`src/btpc_pkg.sv`:
```
// package for the barometric temperature / pressure compensation block
// payload, calibration and queue types, widths and register indexes
// no dependencies
`timescale 1ns / 1ps
`default_nettype none

package btpc_pkg;

	localparam int REG_W = 48;
	localparam int IDX_W = 2;

	localparam logic [IDX_W-1:0] REG_TEMP       = 2'd0;
	localparam logic [IDX_W-1:0] REG_PRESS_LOW  = 2'd1;
	localparam logic [IDX_W-1:0] REG_PRESS_MID  = 2'd2;
	localparam logic [IDX_W-1:0] REG_PRESS_HIGH = 2'd3;

	localparam int QUEUE_DEPTH = 4;

	// |numerator| and |divisor| widths between front and back
	localparam int MAG_W = 67;
	localparam int DEN_W = 40;
	// numerator after scaling by 3125, must hold den shifted by QB
	localparam int NUM_W = 80;
	// quotient bits developed, one above the clamp
	localparam int QB = 37;
	localparam logic [QB-2:0] Q_MAX = '1;

	typedef struct packed {
		logic [19:0] raw_temperature;
		logic [19:0] raw_pressure;
	} in_item_t;

	typedef struct packed {
		logic signed [23:0] temperature_centi;
		logic [31:0]        pressure_q8;
		logic               status;
	} out_item_t;

	typedef struct packed {
		logic [15:0]        t1;
		logic signed [15:0] t2;
		logic signed [15:0] t3;
		logic [15:0]        p1;
		logic signed [15:0] p2;
		logic signed [15:0] p3;
		logic signed [15:0] p4;
		logic signed [15:0] p5;
		logic signed [15:0] p6;
		logic signed [15:0] p7;
		logic signed [15:0] p8;
		logic signed [15:0] p9;
	} coef_t;

	// one request handed from front to back
	typedef struct packed {
		logic signed [23:0] temperature_centi;
		logic               status;
		logic               neg;
		logic [MAG_W-1:0]   mag;
		logic [DEN_W-1:0]   den;
	} qitem_t;

	// divider stage contents
	typedef struct packed {
		logic signed [23:0] temperature_centi;
		logic               status;
		logic               neg;
		logic               ovf;
		logic [DEN_W-1:0]   den;
		logic [NUM_W-1:0]   rem;
		logic [QB-1:0]      qv;
	} dv_t;

endpackage

`default_nettype wire

```
`src/btpc_queue.sv`:
```
// short request queue between front and back
// uses btpc_pkg for the entry type
`timescale 1ns / 1ps
`default_nettype none

module btpc_queue #(
	parameter int DEPTH = btpc_pkg::QUEUE_DEPTH
) (
	input  wire logic             clk,
	input  wire logic             arst_n,
	input  wire logic             push,
	input  wire btpc_pkg::qitem_t push_data,
	output logic                  full,
	input  wire logic             pop,
	output btpc_pkg::qitem_t      pop_data,
	output logic                  empty
);

	localparam int PW = (DEPTH > 1) ? $clog2(DEPTH) : 1;
	localparam int CW = $clog2(DEPTH + 1);

	btpc_pkg::qitem_t mem_q [DEPTH];
	logic [PW-1:0] wr_q, rd_q;
	logic [CW-1:0] cnt_q;

	assign full     = (cnt_q == CW'(DEPTH));
	assign empty    = (cnt_q == '0);
	assign pop_data = mem_q[rd_q];

	always_ff @(posedge clk or negedge arst_n) begin
		if (!arst_n) begin
			wr_q  <= '0;
			rd_q  <= '0;
			cnt_q <= '0;
		end else begin
			if (push) begin
				wr_q <= (wr_q == PW'(DEPTH - 1)) ? '0 : wr_q + 1'b1;
			end
			if (pop) begin
				rd_q <= (rd_q == PW'(DEPTH - 1)) ? '0 : rd_q + 1'b1;
			end
			if (push && !pop) begin
				cnt_q <= cnt_q + 1'b1;
			end else if (pop && !push) begin
				cnt_q <= cnt_q - 1'b1;
			end
		end
	end

	always_ff @(posedge clk) begin
		if (push) begin
			mem_q[wr_q] <= push_data;
		end
	end

endmodule

`default_nettype wire

```
`config.mk`:
```
export PLATFORM = sky130hd
export DESIGN_NAME = btpc_queue
export DESIGN_NICKNAME = d
export VERILOG_FILES = /design/src/btpc_pkg.sv /design/src/btpc_queue.sv
export SDC_FILE = /design/constraint.sdc
export NUM_CORES = 1
export LEC_CHECK = 0
export BUFFER_PORTS_ARGS = -buffer_cell sky130_fd_sc_hd__buf_2
export CORE_UTILIZATION = 55
export DETAILED_ROUTE_END_ITERATION = 8
export HOLD_SLACK_MARGIN = 0.06
export PLACE_DENSITY = 0.77
export SLEW_MARGIN = 20
export SYNTH_ARGS = -nofsm -noshare
export SYNTH_HDL_FRONTEND = slang
export SYNTH_SLANG_ARGS = --single-unit
```
`constraint.sdc`:
```
create_clock -name clk -period 6.6 [get_ports clk]
set_input_delay 0.66 -clock clk [delete_from_list [all_inputs] [get_ports clk]]
set_output_delay 0.66 -clock clk [all_outputs]
set_load 0.005 [all_outputs]
```
After elaboration in Yosys (flattened, before gate mapping):

Memories as Yosys holds them, arrays and structs flattened.
Index checks and enable logic that the tools add are counted.

* output and inout bits: 135
* memories kept: 1
* word-level logic and storage cells: 23
* flip-flop bits (word level): 7
* RAM bits: 532
* input port bits: 137

Memory list
* mem_q: depth 4, bits a word 133, read ports 1, clocked after Yosys merged registers in 0, wr ports 1, RTL line btpc_queue.sv:22 `btpc_pkg::qitem_t mem_q [DEPTH];`

* reductions and logical operators: 6
* eq/ne operators: 3
* add/subtract/negate cells: 4
* muxes and demuxes: 6

Operators by type and width (number)
* two-way mux 3 bit: 2
* adder 2 x 1 -> 2 bit, second input constant: 2
* == test 2 bit, second input constant: 2
* two-way mux 2 bit: 2
* adder 3 x 1 -> 3 bit, second input constant: 1
* == test 3 bit, second input constant: 1
* zero test 3 bit: 1
* subtractor 3 x 1 -> 3 bit, second input constant: 1
* logical AND 1 bit: 2
* zero test 1 bit: 2
* two-way mux 1 bit: 2
* nonzero test 2 bit: 1

Longest topological paths before layout:

* word-level depth: 4
* gate-level depth with buffers: 7
* gate-level depth less buffers: 7

Worst setup path before layout:

OpenSTA, ideal clock, no wires.

* path kind: input port to flip-flop
* start: input port push
* end: memory mem_q[0][0] (netlist bit) (enable)
* data required time: 6.092 ns
* cell stages on the path: 1
* setup time: 0.508 ns
* setup slack: 2.388 ns
* data arrival time: 3.704 ns
* path buffers: 0
* cells stage by stage: and2_1

* word-level cells in the longest chain between the ends: 2

Ends and longest elaborated chain
* from (decl): RTL line btpc_queue.sv:11 `input wire logic push,`
* two-way mux 1 bit: RTL line btpc_queue.sv:51 `if (push) begin`
* two-way mux 1 bit (not written as such): RTL line btpc_queue.sv:52 `mem_q[wr_q] <= push_data;`
* to (decl): RTL line btpc_queue.sv:22

Every way passes these cells.

==> flow_summary.toml <==
[timing]
rsz0062_at_grt = "no"
tightest_slew_ns = 0.976
tns_ns = 0
min_period_over_period_pct = 53.3
skew_ns = 0.0203
slew_headroom_pct = 34.9
fmax_ghz = 0.284
hold_violations = 0
layout_setup_ws_ns = 3.08
setup_viol = 0
drv_slew = 0
fin_crit_ns = 3.52

[power]
power.density_nw_per_um2 = 434
power.ir.vdd_worst_mv = 0.307
power.leakage_uw = 0.00789

[die]
design.die.area_um2 = 36300
start_util_pct = 56.2
rows = 68
die_y_um = 191
ios = 272
core_um2 = 34800
dieWidth_um = 191

[worst_setup_path]
rr_worst_depth = 4
worst_ep_required_time_ns = 5.94
ff2ff_setup_slack_ns = 3.97
arrival_ns = 2.86
crit_path_max_fanout = 48
start_kind = "register"
cp-end-kind = "output pin"
crit_type = "register to output pin"

[cts]
cts_root_buffer = "clkbuf_16"
clock_path_buffers = 3
htreeDepth = 2
cts.clk_slew.worst_paths_ns = 0.06
cts.repair.resized = 0
postCtsSetupBuffers = 0
numClockSinks = 539
insertion_delay_ns = 0.57
cts_tree = "done"
cts_made_buffers = 51

[cells_and_area]
num-fill-cells = 2138
stdcell_count = 1534
drive_gt1_share_pct = 46.3
fin_nets = 1182
regArea_um2 = 16200
final_util_pct = 66.5
syn_to_final_growth_pct = 18.3
finalInstanceArea_um2 = 23200
multi_input_area_um2 = 3230

[flow_run]
drv_cap = 0

[logic_synthesis]
synth-seq-area-share_pct = 82.5
synthTopCellsByCount = "edfxtp_1, mux4_2, buf_2"
ys_ff_latch = 539
netlist_instances = 732
synth_edf_count = 532
post_synth_num_cell_types = 19
async_reset_ff_share_pct = 1.30
synthesis.area_um2 = 19600
yosys.area.top_type_share_pct = 81.6
postSynthAreaPerCell_um2 = 26.7
ys.flop_type = "edfxtp_1"
yosysTopAreaCell = "edfxtp_1"
syn-num-nets = 876
synth.most_common_cell = "edfxtp_1"
ys_warn_count = 0
yosys-top-cells-area = "edfxtp_1, mux4_2, dfrtp_1"

[worst_hold_path]
hold_path_depth = 1
hp-class = "input pin to register"

[global_routing]
first_global_vias = 9331
grt_antenna_before_repair = 8
grt-ovfl-total = 0
grt_max_degree = 75
grt_pass1_wl_um = 54900
grt_usage_pct = 20.7

[detailed_routing]
wirelength_met1_um = 14400
vias = 8706
detailroute.wirelength.met3_um = 2990
routed_wl_um = 36200
drc = 0
drtIter0Drc = 566
wl_per_cell_um = 23.6
drt_pass1_iterations = 5
ant_nets = 0
via_per_inst = 5.68
routed-wl-met2_um = 18100
top_layer_used = "met5"

[placement]
dp.cells = 1439
io_buffers = 271
place_congestion = 0.733
dp_hpwl_um = 21500
place_ws_ns = 3.60
dpl_cell_area_um2 = 21400

[run_status]
status = "completed"
[kinds of logic after synthesis]
group	Yosys count	share of synthesized area, %
XOR/XNOR	3	0.134
AO/OA/AOI/OAI	2	0.0511
multiplexers	136	15.5
buffers and inverters	34	1.04
AND/OR/NAND/NOR	11	0.288
flip-flops	539	82.5
adder cells (fa/ha/maj)	7	0.486
[per-stage QoR]
stage                     hold slack [ns]  total power [uW]
after global placement              0.485              7170
after detailed placement            0.510              7240
after global routing                0.276             10500
final                               0.298             10000
after CTS                           0.261             10200
after floorplan                     0.364              6270
[final timing paths]
path,from,to
max,rd_q[0]$_DFFE_PN0P_,pop_data[68]
min,push_data[117],mem_q[3][117]$_DFFE_PP_
max reg2reg,wr_q[0]$_DFFE_PN0P_,mem_q[2][6]$_DFFE_PP_
min reg2reg,cnt_q[2]$_DFFE_PN0P_,cnt_q[2]$_DFFE_PN0P_
max in group asynchronous,arst_n,rd_q[0]$_DFFE_PN0P_
min in group asynchronous,arst_n,cnt_q[1]$_DFFE_PN0P_
[critical path, cell delays in order, from the launching register on]
cell,delay (ns)
dfrtp_4,0.64
buf_4,0.78
mux4_2,0.62
buf_2,0.16
[final cells by class]
| class | instances | area share (%) |
|---|---|---|
| Timing Repair Buffer | 283 | 6.37 |
| Clock inverter | 30 | 1.52 |
| Sequential cell | 539 | 69.8 |
| Inverter | 4 | 0.0648 |
| Clock buffer | 59 | 5.82 |
| Antenna cell | 5 | 0.0540 |
| Tap cell | 455 | 2.46 |
| Multi-Input combinational cell | 159 | 13.9 |
[flip-flops by register name, summed over array words and instances (netlist names)]
register / count
cnt_q: 3
mem_q: 532
rd_q: 2
wr_q: 2
[cells in the final DEF (no fill, tap or decap), types with 3 or more instances in the layout]
cell type   synthesis  layout
edfxtp_1          532     532
buf_2              16     271
mux4_2            133     133
clkbuf_16           0      53
clkinv_1            0      10
buf_4               1       9
bufinv_16           0       8
clkinv_2            0       7
ha_1                6       6
clkbuf_1            6       6
diode_2             0       5
dfrtp_1             7       5
inv_1               4       4
and2_4              0       4
clkinvlp_4          0       4
mux2_2              3       3
nor2_1              3       3
[power by group]
part | switching, uW | leakage, uW | internal [uW]
clock network | 1180 | 0.000821 | 1770
registers | 243 | 0.00497 | 4390
logic | 1210 | 0.00210 | 1260
total | 2630 | 0.00789 | 7420
[per-layer routing]
layer | up-vias | GRT usage, %
met5 | - | 0
met4 | 6 | 6.83
met1 | 4579 | 27.3
met2 | 287 | 32.6
li1 | 3785 | -
met3 | 49 | 6.85
[what timing repair did]
action | 4_1_cts | 5_1_grt
hold buffers | 1 | 0
endpoints found under the hold margin | 7 | 0
endpoints found under the setup margin | 0 | 0
Note: power is estimated with default switching activity, not from simulation.
